<file path="config.mk">
export PLATFORM = sky130hd
export DESIGN_NAME = seven_bit_message_deframer
export DESIGN_NICKNAME = d
export VERILOG_FILES = /design/src/sv/sbmd_pkg.sv /design/src/sv/seven_bit_message_deframer.sv
export SDC_FILE = /design/constraint.sdc
export NUM_CORES = 1
export LEC_CHECK = 0
export BUFFER_PORTS_ARGS = -buffer_cell sky130_fd_sc_hd__buf_2
export CAP_MARGIN = 10
export CORE_UTILIZATION = 25
export CTS_CLUSTER_DIAMETER = 50
export CTS_CLUSTER_SIZE = 10
export DETAILED_ROUTE_END_ITERATION = 7
export GPL_TIMING_DRIVEN = 1
export PLACE_DENSITY = 0.45
export SLEW_MARGIN = 20
export SYNTH_ARGS = -nofsm -noshare
export SYNTH_HDL_FRONTEND = slang
export SYNTH_SLANG_ARGS = --single-unit
export TNS_END_PERCENT = 100
</file>
<file path="constraint.sdc">
create_clock -name clk_i -period 5.15 [get_ports clk_i]
set_input_delay 1.2875 -clock clk_i [delete_from_list [all_inputs] [get_ports clk_i]]
set_output_delay 1.2875 -clock clk_i [all_outputs]
set_load 0.01 [all_outputs]
</file>
<file path="src/sv/sbmd_pkg.sv">
// Package with the phase and status codes of the seven-bit message deframer.
`timescale 1ns / 1ps

package sbmd_pkg;

  // Number of payload bytes that are kept; further bytes are checked and dropped.
  localparam int unsigned PayloadSlots = 4;

  // Bit layout of a received byte.
  localparam logic [7:0] HighBitMask = 8'b1000_0000;
  localparam logic [7:0] LowBitsMask = 8'b0111_1111;

  // Output tdata width: status, type, size and four data bytes, padded to bytes.
  localparam int unsigned OutFieldBits = 3 + 7 + 3 + 8 * PayloadSlots;
  localparam int unsigned OutDataBits  = ((OutFieldBits + 7) / 8) * 8;

  // Parser phase.
  typedef enum logic [1:0] {
    PhIdle = 2'd0,
    PhType = 2'd1,
    PhSize = 2'd2,
    PhData = 2'd3
  } phase_e;

  // Status reported for every byte.
  typedef enum logic [2:0] {
    StIgnored = 3'd0,
    StAgain   = 3'd1,
    StDone    = 3'd2,
    StBadType = 3'd3,
    StBadSize = 3'd4,
    StBadData = 3'd5
  } status_e;

  // One result item.
  typedef struct packed {
    logic [7:0] data_3;
    logic [7:0] data_2;
    logic [7:0] data_1;
    logic [7:0] data_0;
    logic [2:0] msg_size;
    logic [6:0] msg_type;
    status_e    status;
  } result_t;

endpackage

</file>
<file path="src/sv/seven_bit_message_deframer.sv">
// Top level of the seven-bit message deframer: byte parser and result register.
// Latency: a result appears in the cycle after its byte is accepted.
// Throughput: one byte per cycle while the output is not stalled; the result
// register is the only stage between the two stream sides.
// Reset: asynchronous active-low reset returns the parser to idle, clears held
// type, size, count and payload, and empties the result register.
`timescale 1ns / 1ps

module seven_bit_message_deframer
  import sbmd_pkg::*;
(
  input  logic                   clk_i,
  input  logic                   rst_ni,
  input  logic                   s_axis_tvalid,
  output logic                   s_axis_tready,
  input  logic [7:0]             s_axis_tdata,   // [7:0] rx_byte
  output logic                   m_axis_tvalid,
  input  logic                   m_axis_tready,
  // [2:0] status, [9:3] msg_type, [12:10] msg_size, [20:13] data_0,
  // [28:21] data_1, [36:29] data_2, [44:37] data_3, rest zero
  output logic [OutDataBits-1:0] m_axis_tdata
);

  phase_e     phase_q, phase_d;
  logic [6:0] held_type_q, held_type_d;
  logic [2:0] held_size_q, held_size_d;
  logic [2:0] byte_count_q, byte_count_d;
  logic [7:0] payload_q [PayloadSlots];
  logic [7:0] payload_d [PayloadSlots];

  logic       out_valid_q;
  result_t    result_q, result_d;
  logic       in_fire;
  logic       high_bit;

  // A new request is taken whenever the result register is free or draining.
  assign s_axis_tready = !out_valid_q || m_axis_tready;
  assign in_fire       = s_axis_tvalid && s_axis_tready;
  assign high_bit      = (s_axis_tdata & HighBitMask) != 8'd0;

  // Parser state register.
  always_ff @(posedge clk_i or negedge rst_ni) begin
    if (!rst_ni) begin
      phase_q      <= PhIdle;
      held_type_q  <= 7'd0;
      held_size_q  <= 3'd0;
      byte_count_q <= 3'd0;
      for (int k = 0; k < PayloadSlots; k++) begin
        payload_q[k] <= 8'd0;
      end
    end else if (in_fire) begin
      phase_q      <= phase_d;
      held_type_q  <= held_type_d;
      held_size_q  <= held_size_d;
      byte_count_q <= byte_count_d;
      for (int k = 0; k < PayloadSlots; k++) begin
        payload_q[k] <= payload_d[k];
      end
    end
  end

  // Next parser state and the result for the byte on the input.
  always_comb begin
    logic done;
    logic [2:0] count_inc;

    done         = 1'b0;
    count_inc    = byte_count_q + 3'd1;
    phase_d      = phase_q;
    held_type_d  = held_type_q;
    held_size_d  = held_size_q;
    byte_count_d = byte_count_q;
    for (int k = 0; k < PayloadSlots; k++) begin
      payload_d[k] = payload_q[k];
    end
    result_d = '0;

    unique case (phase_q)
      PhIdle, PhType: begin
        if (!high_bit) begin
          // Outside a message a plain byte is skipped; after a message it is an error.
          result_d.status = (phase_q == PhIdle) ? StIgnored : StBadType;
          phase_d         = PhIdle;
        end else begin
          held_type_d     = s_axis_tdata[6:0] & LowBitsMask[6:0];
          phase_d         = PhSize;
          result_d.status = StAgain;
        end
      end
      PhSize: begin
        if (high_bit) begin
          phase_d         = PhIdle;
          result_d.status = StBadSize;
        end else begin
          held_size_d  = s_axis_tdata[6:4];
          byte_count_d = 3'd0;
          // Bits 3..0 carry bit 7 of payload bytes 0..3.
          for (int k = 0; k < PayloadSlots; k++) begin
            payload_d[k] = {s_axis_tdata[3-k], 7'd0};
          end
          if (s_axis_tdata[6:4] == 3'd0) begin
            phase_d = PhType;
            done    = 1'b1;
          end else begin
            phase_d         = PhData;
            result_d.status = StAgain;
          end
        end
      end
      PhData: begin
        if (high_bit) begin
          phase_d         = PhIdle;
          result_d.status = StBadData;
        end else begin
          // Bytes past the kept slots are consumed without storing them.
          if (byte_count_q < 3'(PayloadSlots)) begin
            payload_d[byte_count_q[1:0]] = payload_q[byte_count_q[1:0]] | s_axis_tdata;
          end
          byte_count_d = count_inc;
          if (count_inc == held_size_q) begin
            phase_d = PhType;
            done    = 1'b1;
          end else begin
            result_d.status = StAgain;
          end
        end
      end
      default: begin
        phase_d = PhIdle;
      end
    endcase

    // A complete message shows type, size and the bytes below the count.
    if (done) begin
      result_d.status   = StDone;
      result_d.msg_type = held_type_d;
      result_d.msg_size = held_size_d;
      result_d.data_0   = (held_size_d > 3'd0) ? payload_d[0] : 8'd0;
      result_d.data_1   = (held_size_d > 3'd1) ? payload_d[1] : 8'd0;
      result_d.data_2   = (held_size_d > 3'd2) ? payload_d[2] : 8'd0;
      result_d.data_3   = (held_size_d > 3'd3) ? payload_d[3] : 8'd0;
    end
  end

  // Result register valid flag.
  always_ff @(posedge clk_i or negedge rst_ni) begin
    if (!rst_ni) begin
      out_valid_q <= 1'b0;
    end else if (s_axis_tready) begin
      out_valid_q <= s_axis_tvalid;
    end
  end

  // Result register payload.
  always_ff @(posedge clk_i) begin
    if (in_fire) begin
      result_q <= result_d;
    end
  end

  assign m_axis_tvalid = out_valid_q;
  assign m_axis_tdata  = {{(OutDataBits - OutFieldBits){1'b0}}, result_q};

endmodule
</file>
==> reports/results.ini, run 1 <==
[status]
status = finished clean

[yosys]
syn_inst = 365
synth-seq-area-share_pct = 57.6
synth-edff-count = 45
yosys_warnings = 0
yosys_most_used_dff = dfrtp_1
synth.distinct_cells = 41
avgSynthCellArea_um2 = 12.1
synth-seq-cells = 93
yosysTopAreaCellShare_pct = 30.5
async_flop_share_pct = 51.6
synth_largest_area_cell = edfxtp_1
syn_area_um2 = 4430
yosys-top-cells-area = edfxtp_1 31%, dfrtp_1 27%, o2bb2ai_1 5.5%, a22oi_1 4.7%, mux4_2 4.1%

[clocking]
cts_buffers = 9
cts_resized = 0
clk_transition_reported_paths_ns = 0.07
cts-htree-levels = 3
cts.sinks = 93
post-cts-setup-buffers = 0
clk_latency_ns = 0.36
tritoncts = yes
postCtsHoldBufs = 0
cts_root_buf = clkbuf_16
clockBufferDepth = 2

[worst_setup_path]
crit_type = in -> reg
cp.arrival_ns = 3.44
startpoint_type = input pin
worstPathRequired_ns = 5.39
cp_max_fo = 41
crit_path_end_kind = flop

[drt]
drt-pass1-iter-count = 4
antenna_left = 0
remaining_drc_errors = 0
num_vias = 3185
drt_iter0_drc = 287
avgRoutedWirePerCell_um = 18.9
routed_wl_um = 12200
viasPerCell = 4.92

[place]
numPlacedInstances = 632
dp_slack_ns = 1.31
postPlaceCellArea_um2 = 4930
portBuffers = 58
gp_congestion = 0.793
dp_hpwl_um = 8530

[cells_and_area]
design_area_um2 = 5250
drive_gt1_share_pct = 26.0
num_antenna_cells = 0
finalNonFillerCells = 648
nets = 434
layout_common_cells = 58 x buf_2, 48 x dfrtp_1, 45 x edfxtp_1, 42 x nor2_1
area_growth_pct = 18.4
layout_commonest_cell = buf_2

[grt]
grt_pass1_wl_um = 19200
gr-total-overflow = 0
grt_pass1_vias = 3252
antenna_found_initial = 0
grt.total_usage_pct = 14.3
grt_max_degree = 42

[power]
seqPwrFrac_pct = 45.7
ir_drop_v = 0.000206
intPower_w = 0.00146
comb_power_share_pct = 21.8
clock_power_share_pct = 32.5
power.switching_w = 0.000693
power.density_nw_per_um2 = 410
leakagePower_nw = 2.02
p_sw_share_pct = 32.2

[sta]
drv_slew = 0
timing.fmax_mhz = 312
finalCritPeriodShare_pct = 62.3
max_slew_margin_pct = 36.4
layout_min_cycle_time_ns = 3.21
fin_tns_setup_ns = 0
tightest_slew_ns = 0.948
finalHoldViolCount = 0
skew_ns = 0.00892
finalSetupViolCount = 0
hold_slack_ns = 0.506
rsz0062_at_grt = no
setup_slack_ns = 1.94

[floorplan]
core_area_um2 = 17300
die_w_um = 135
initial_core_util_pct = 25.6
io_pins = 62
row_count = 48
die_h_um = 135
die_area_um2 = 18300

[flow_run]
cap_viol_max_count = 0

[worst_hold_path]
hold_class = reg -> reg

## synthesized netlist by cell type (all sizes together), types with 2 or more instances
| cell type | instances |
|---|---|
| nor2b | 4 |
| ha | 4 |
| nand3 | 2 |
| inv | 6 |
| nand2 | 23 |
| or2 | 9 |
| clkbuf | 12 |
| mux2 | 11 |
| edfxtp | 45 |
| o21ai | 19 |
| nor4 | 3 |
| a22oi | 28 |
| and3 | 4 |
| mux4 | 8 |
| and2 | 7 |
| a21oi | 6 |
| o2bb2ai | 28 |
| buf | 8 |
| mux2i | 8 |
| a211oi | 4 |
| nor2 | 42 |
| nand3b | 5 |
| nor3b | 5 |
| dfrtp | 48 |
| nand2b | 4 |
| nor3 | 12 |
## cells by family after synthesis
logic type,Yosys count,synth area share (%)
flip-flops,93,57.6
AND/OR/NAND/NOR,121,14.0
other,1,0.0847
AO/OA/AOI/OAI,90,14.8
adder cells (fa/ha/maj),4,1.13
multiplexers,27,8.76
XOR/XNOR,3,0.932
buffers and inverters,26,2.60
## stage by stage
step / total power, W / util (%)
4_1_cts: 0.00216 / 30.3
2_1_floorplan: 0.00131 / -
3_5_place_dp: 0.00147 / 28.5
3_3_place_gp: 0.00146 / 28.5
6_report: 0.00215 / 30.3
5_1_grt: 0.00225 / 30.3
## final cells by class
type | count | area [um^2]
Clock buffer | 9 | 225
Clock inverter | 7 | 81.3
Fill cell | 1793 | 12100
Inverter | 6 | 22.5
Multi-Input combinational cell | 248 | 1780
Sequential cell | 93 | 2550
Tap cell | 225 | 282
Timing Repair Buffer | 60 | 305
## worst paths after layout
kind	end	depth (start not counted)	slack (ns)	startpoint
max in group asynchronous	payload_q[3]	2	3.51	rst_ni
max	held_type_q[1]	6	1.94	m_axis_tready
min reg2reg	held_type_q[2]	1	0.51	held_type_q[2]
min in group asynchronous	phase_q[0]	1	0.85	rst_ni
min	held_type_q[2]	1	0.51	held_type_q[2]
max reg2reg	m_axis_tdata[40]	6	2.09	byte_count_q[0]
## power by group through the flow
stage / logic [W] / clock network (W) / registers (W)
final: 0.000470 / 0.000698 / 0.000984
after global routing: 0.000515 / 0.000741 / 0.000998
after CTS: 0.000471 / 0.000709 / 0.000983
after detailed placement: 0.000471 / 0 / 0.000997
after global placement: 0.000463 / 0 / 0.000996
after floorplan: 0.000361 / 0 / 0.000951
## flip-flops by register name (all words and copies together), names as in the netlist
register and count:
payload_q 32, byte_count_q 3, phase_q 2, m_axis_tdata 45, m_axis_tvalid 1, held_type_q 7
held_size_q 3
## layer usage
layer	vias to the layer above	wire, um	track usage, %
li1	1470	-	-
met2	88	5930	23.2
met1	1612	5540	18.9
met5	-	0	0
met4	0	262	6.37
met3	15	505	1.84
## critical path, stage by stage
cell	delay, ns
buf_2	0.07
nand2b_1	0.17
nand2_1	0.32
inv_2	0.74
nand3_1	0.46
mux2_2	0.39
(Power assumes the default switching activity.)
==> run 2: changes to the inputs <==
--- a/config.mk
+++ b/config.mk
@@ -5,6 +5,7 @@
 export SDC_FILE = /design/constraint.sdc
 export NUM_CORES = 1
 export LEC_CHECK = 0
+export ABC_AREA = 1
 export BUFFER_PORTS_ARGS = -buffer_cell sky130_fd_sc_hd__buf_2
 export CAP_MARGIN = 10
 export CORE_UTILIZATION = 25
==> constraint.sdc (replaced) <==
create_clock -name clk_i -period 3.25 [get_ports clk_i]
set_input_delay 0.8125 -clock clk_i [delete_from_list [all_inputs] [get_ports clk_i]]
set_output_delay 0.8125 -clock clk_i [all_outputs]
set_load 0.01 [all_outputs]
==> reports/results.ini, run 2 <==
[grt]
grt_max_degree = 51
grt_pass1_wl_um = 20900
grt_pass1_vias = 3955
antenna_found_initial = 0
gr-total-overflow = 0
grt.total_usage_pct = 13.7

[power]
p_total_w = 0.00357
ir_drop_v = 0.000253
power.density_nw_per_um2 = 625
leakagePower_nw = 2.77

[yosys]
netlist_top_cells_count = 286 x nand2_1, 73 x inv_1, 60 x nor2_1, 48 x dfrtp_1, 45 x edfxtp_1
async_flop_share_pct = 51.6
yosys-top-cells-area = edfxtp_1 28%, dfrtp_1 25%, nand2_1 22%, inv_1 5.6%, nor2_1 4.6%
yosysTopAreaCellShare_pct = 27.7
yosys_warnings = 0
synth-edff-count = 45
synth-seq-cells = 93
synth.distinct_cells = 29
synth_largest_area_cell = edfxtp_1
synth-seq-area-share_pct = 52.2
yosys_most_used_dff = dfrtp_1
syn_inst = 638
avgSynthCellArea_um2 = 7.66
syn_area_um2 = 4890
yosysMostFrequentCell = nand2_1

[worst_setup_path]
startpoint_type = flop
cp.arrival_ns = 2.37
critPathSlowestCell = dfrtp_1
cp_max_fo = 11
crit_type = reg -> reg
worstPathRequired_ns = 3.45
slowest_delay_ns = 0.56
path_cells = inv_2 > ha_1 > inv_1 > nand2_1 > nand2_1 > nor2_1 > nand3_2 > nand2_4 > inv_2 > nor2_1
crit_path_end_kind = flop

[clocking]
cts_buffers = 9
clk_transition_reported_paths_ns = 0.06
clockBufferDepth = 2
post-cts-setup-buffers = 0
cts_root_buf = clkbuf_16
cts_resized = 0
cts-htree-levels = 3
postCtsHoldBufs = 0
tritoncts = yes
cts.sinks = 93
clk_latency_ns = 0.35

[cells_and_area]
nets = 713
fillers = 2075
layout_common_cells = 286 x nand2_1, 72 x inv_1, 60 x nor2_1, 58 x buf_2, 48 x dfrtp_1
finalNonFillerCells = 962
design_area_um2 = 5720
layout_commonest_cell = nand2_1
regArea_um2 = 2550
largest_reg_flops = 45
multi_input_area_um2 = 1890
drive_gt1_share_pct = 17.0
num_antenna_cells = 0
area_growth_pct = 17.1

[sta]
max_slew_margin_pct = 63.5
timing.fmax_mhz = 459
layout_min_cycle_time_ns = 2.18
setup_slack_ns = 1.07
drv_slew = 0
tightest_slew_ns = 0.547
rsz0062_at_grt = no
finalCritPeriodShare_pct = 67.0
finalHoldViolCount = 0
finalSetupViolCount = 0
fin_tns_setup_ns = 0
skew_ns = 0.00911

[floorplan]
die_h_um = 142
core_area_um2 = 19000
initial_core_util_pct = 25.8
die_w_um = 142
row_count = 50
die_area_um2 = 20100
io_pins = 62

[drt]
avgRoutedWirePerCell_um = 13.5
num_vias = 4000
drt-pass1-iter-count = 5
antenna_left = 0
remaining_drc_errors = 0
routed_wl_um = 13000
viasPerCell = 4.16
drt_iter0_drc = 237

[place]
numPlacedInstances = 946
postPlaceCellArea_um2 = 5460
gp_congestion = 0.813
dp_slack_ns = 0.955
portBuffers = 58
dp_hpwl_um = 9290

[flow_run]
cap_viol_max_count = 0

[worst_hold_path]
hold_class = in -> async

[status]
status = finished clean

[run 2: final cells by class]
| cell class | count | area share, % |
|---|---|---|
| Tap cell | 260 | 5.69 |
| Sequential cell | 93 | 44.6 |
| Clock inverter | 3 | 0.263 |
| Inverter | 92 | 6.17 |
| Timing Repair Buffer | 64 | 6.08 |
| Multi-Input combinational cell | 437 | 33.0 |
| Clock buffer | 13 | 4.20 |
[run 2: cell families (layout without fill, tap and decap cells)]
group                      Yosys count  count (layout)  share of synthesized area, %
other                                1               3                        0.0768
DFF                                 93              93                          52.2
buffers and inverters              110             172                          9.32
and+or+nand+nor                    393             393                          33.4
adders and majority gates            4               4                          1.02
AOI/OAI and AO/OA                   37              37                          3.97
[run 2: layer usage]
| metal | GRT usage, % | vias to the layer above | share of wire (%) |
|---|---|---|---|
| li1 | - | 2052 | - |
| met1 | 17.9 | 1847 | 48 |
| met2 | 22.3 | 91 | 46 |
| met3 | 2.87 | 10 | 4.5 |
| met4 | 5.09 | 0 | 1.5 |
| met5 | 0 | - | 0 |
[run 2: final timing paths]
path,to,startpoint,cells after the start,slack [ns]
max in group asynchronous,payload_q[11],rst_ni,2,2.46
worst min register to register,held_type_q[1],held_type_q[1],2,0.49
min in group clk_i,held_type_q[1],held_type_q[1],2,0.49
worst min-delay path,held_type_q[3],rst_ni,1,0.24
worst max register to register,m_axis_tdata[11],byte_count_q[1],10,1.07
worst max-delay path,m_axis_tdata[11],byte_count_q[1],10,1.07
[run 2: critical path, delay by kind of cell, from the launching register on]
family | cells | cell delay, ns
flops | 1 | 0.56
buf+inv | 3 | 0.38
simple gates | 6 | 0.73
fa+ha+maj | 1 | 0.33
[run 2: power breakdown]
part	switching (W)	internal [W]	leakage [nW]
Combinational	0.000728	0.000323	1.55
Clock	0.000444	0.000517	0.127
Sequential	0.000150	0.00141	1.09
[run 2: through the flow]
step                      hold slack [ns]  utilization [%]
after floorplan                     0.453                -
after global placement              0.469             28.8
after detailed placement            0.475             28.8
after CTS                           0.225             30.2
after global routing                0.226             30.2
final                               0.241             30.2
==> run 3: changes to the inputs <==
--- a/config.mk
+++ b/config.mk
@@ -13,7 +13,7 @@
 export CTS_CLUSTER_SIZE = 10
 export DETAILED_ROUTE_END_ITERATION = 7
 export GPL_TIMING_DRIVEN = 1
-export PLACE_DENSITY = 0.45
+export PLACE_DENSITY = 0.46
 export SLEW_MARGIN = 20
 export SYNTH_ARGS = -nofsm -noshare
 export SYNTH_HDL_FRONTEND = slang
==> constraint.sdc (replaced) <==
create_clock -name clk_i -period 2 [get_ports clk_i]
set_input_delay 0.5 -clock clk_i [delete_from_list [all_inputs] [get_ports clk_i]]
set_output_delay 0.5 -clock clk_i [all_outputs]
set_load 0.01 [all_outputs]
==> reports/results.ini, run 3 (synthesis gave the netlist of run 2 again) <==
[worst_setup_path]
setup.worst_path.end = m_axis_tdata[40]
cp_max_fo = 9
reg2reg_depth = 10
crit_path_end_kind = flop
timing.rr.start = byte_count_q[0]
crit_path_start = byte_count_q[0]
cp.arrival_ns = 1.83
startpoint_type = flop
r2r_slack_ns = 0.28
worstPathRequired_ns = 2.11
r2r_end = m_axis_tdata[40]
crit_type = reg -> reg

[worst_hold_path]
hold_class = in -> async

[power]
power.density_nw_per_um2 = 1020
ir_drop_v = 0.000392
leakagePower_nw = 2.82

[drt]
drt_iter0_drc = 288
avgRoutedWirePerCell_um = 13.3
viasPerCell = 4.03
routed_wl_um = 13000
antenna_left = 0
drt-pass1-iter-count = 5
num_vias = 3917
remaining_drc_errors = 0

[grt]
grt_max_degree = 50
met2_usage_pct = 21.1
met1_usage_pct = 19.9
grt_pass1_vias = 3725
antenna_found_initial = 0
globalRouteMet3Util_pct = 2.73
gr-total-overflow = 0
grt.total_usage_pct = 14.0
grt_pass1_wl_um = 21100
grt_busiest_layer = met2

[cells_and_area]
nets = 723
area_growth_pct = 19.4
num_antenna_cells = 0
fin_util_pct = 30.8
drive_gt1_share_pct = 18.4
largest_reg_flops = 45
layout_commonest_cell = nand2_1
layout_common_cells = 286 x nand2_1, 72 x inv_1, 60 x nor2_1, 58 x buf_2, 48 x dfrtp_1

[clocking]
clk_transition_reported_paths_ns = 0.06
cts_resized = 0
cts.sinks = 93
post-cts-setup-buffers = 0
cts-htree-levels = 3
postCtsHoldBufs = 0
tritoncts = yes
cts_root_buf = clkbuf_16
cts_buffers = 9
clk_latency_ns = 0.36
clockBufferDepth = 2

[sta]
finalCritPeriodShare_pct = 86.2
fin_tns_setup_ns = 0
layout_min_cycle_time_ns = 1.72
drv_slew = 0
timing.fmax_mhz = 580
finalSetupViolCount = 0
skew_ns = 0.00976
finalHoldViolCount = 0
setup_slack_ns = 0.276
rsz0062_at_grt = no

[place]
portBuffers = 58
dp_slack_ns = 0.0887
gp_congestion = 0.790
dp_hpwl_um = 9200

[floorplan]
die_area_um2 = 20100
die_w_um = 142
core_area_um2 = 19000
die_h_um = 142
io_pins = 62
row_count = 50
initial_core_util_pct = 25.8

[flow_run]
cap_viol_max_count = 0

[status]
status = finished clean

## run 3: cell types whose count changed in the layout (fill, tap and decap cells not counted)
cell | previous run | this run
buf_4 | 5 | 13
buf_12 | 1 | 3
clkinv_2 | 5 | 4
clkbuf_8 | 0 | 1
clkinvlp_4 | 0 | 2
clkbuf_1 | 4 | 2
## run 3: worst min path at each step
stage / from / endpoint / slack [ns] / cells after the start
finish: rst_ni / held_type_q[3] / 0.12 / 2
global route: rst_ni / payload_q[23] / 0.14 / 2
CTS: rst_ni / held_type_q[2] / 0.14 / 2
detailed placement: held_type_q[6] / held_type_q[6] / 0.48 / 2
global placement: held_type_q[6] / held_type_q[6] / 0.47 / 2
floorplan: rst_ni / byte_count_q[0] / 0.20 / 0
## run 3: area by class of cell
| class | count | area [um^2] |
|---|---|---|
| Tap cell | 260 | 325 |
| Timing Repair Buffer | 74 | 448 |
| Clock inverter | 4 | 25.0 |
| Clock buffer | 12 | 246 |
| Fill cell | 2076 | 13100 |
| Inverter | 92 | 353 |
| Multi-Input combinational cell | 437 | 1890 |
| Sequential cell | 93 | 2550 |
## run 3: worst max-delay path: stages (launching register included)
cell     delay, ns
dfrtp_1       0.42
ha_1          0.30
inv_1         0.10
nand2_1       0.07
nand3_1       0.07
nand2_1       0.08
nand3_2       0.08
nand2_4       0.06
buf_12        0.14
nand2_4       0.11
nor2_1        0.06
## run 3: power breakdown
| part | total [W] | switching [W] | leakage, nW | internal (W) |
|---|---|---|---|---|
| logic | 0.00184 | 0.00125 | 1.61 | 0.000596 |
| clock network | 0.00161 | 0.000736 | 0.129 | 0.000873 |
| registers | 0.00251 | 0.000222 | 1.09 | 0.00229 |
## run 3: through the flow
step / power, W / instances / hold WS [ns] / instance area (um^2)
finish: 0.00597 / 972 / 0.118 / 5840
CTS: 0.00606 / 972 / 0.138 / 5840
global placement: 0.00440 / 956 / 0.470 / 5560
detailed placement: 0.00440 / 956 / 0.476 / 5560
floorplan: 0.00378 / 640 / 0.204 / 4900
global route: 0.00642 / 972 / 0.141 / 5840
## run 3: metal layers
metal,routed length [um],share of wire (%)
met1,6480,50
met2,5950,46
met3,401,3.1
met4,131,1.0
met5,0,0
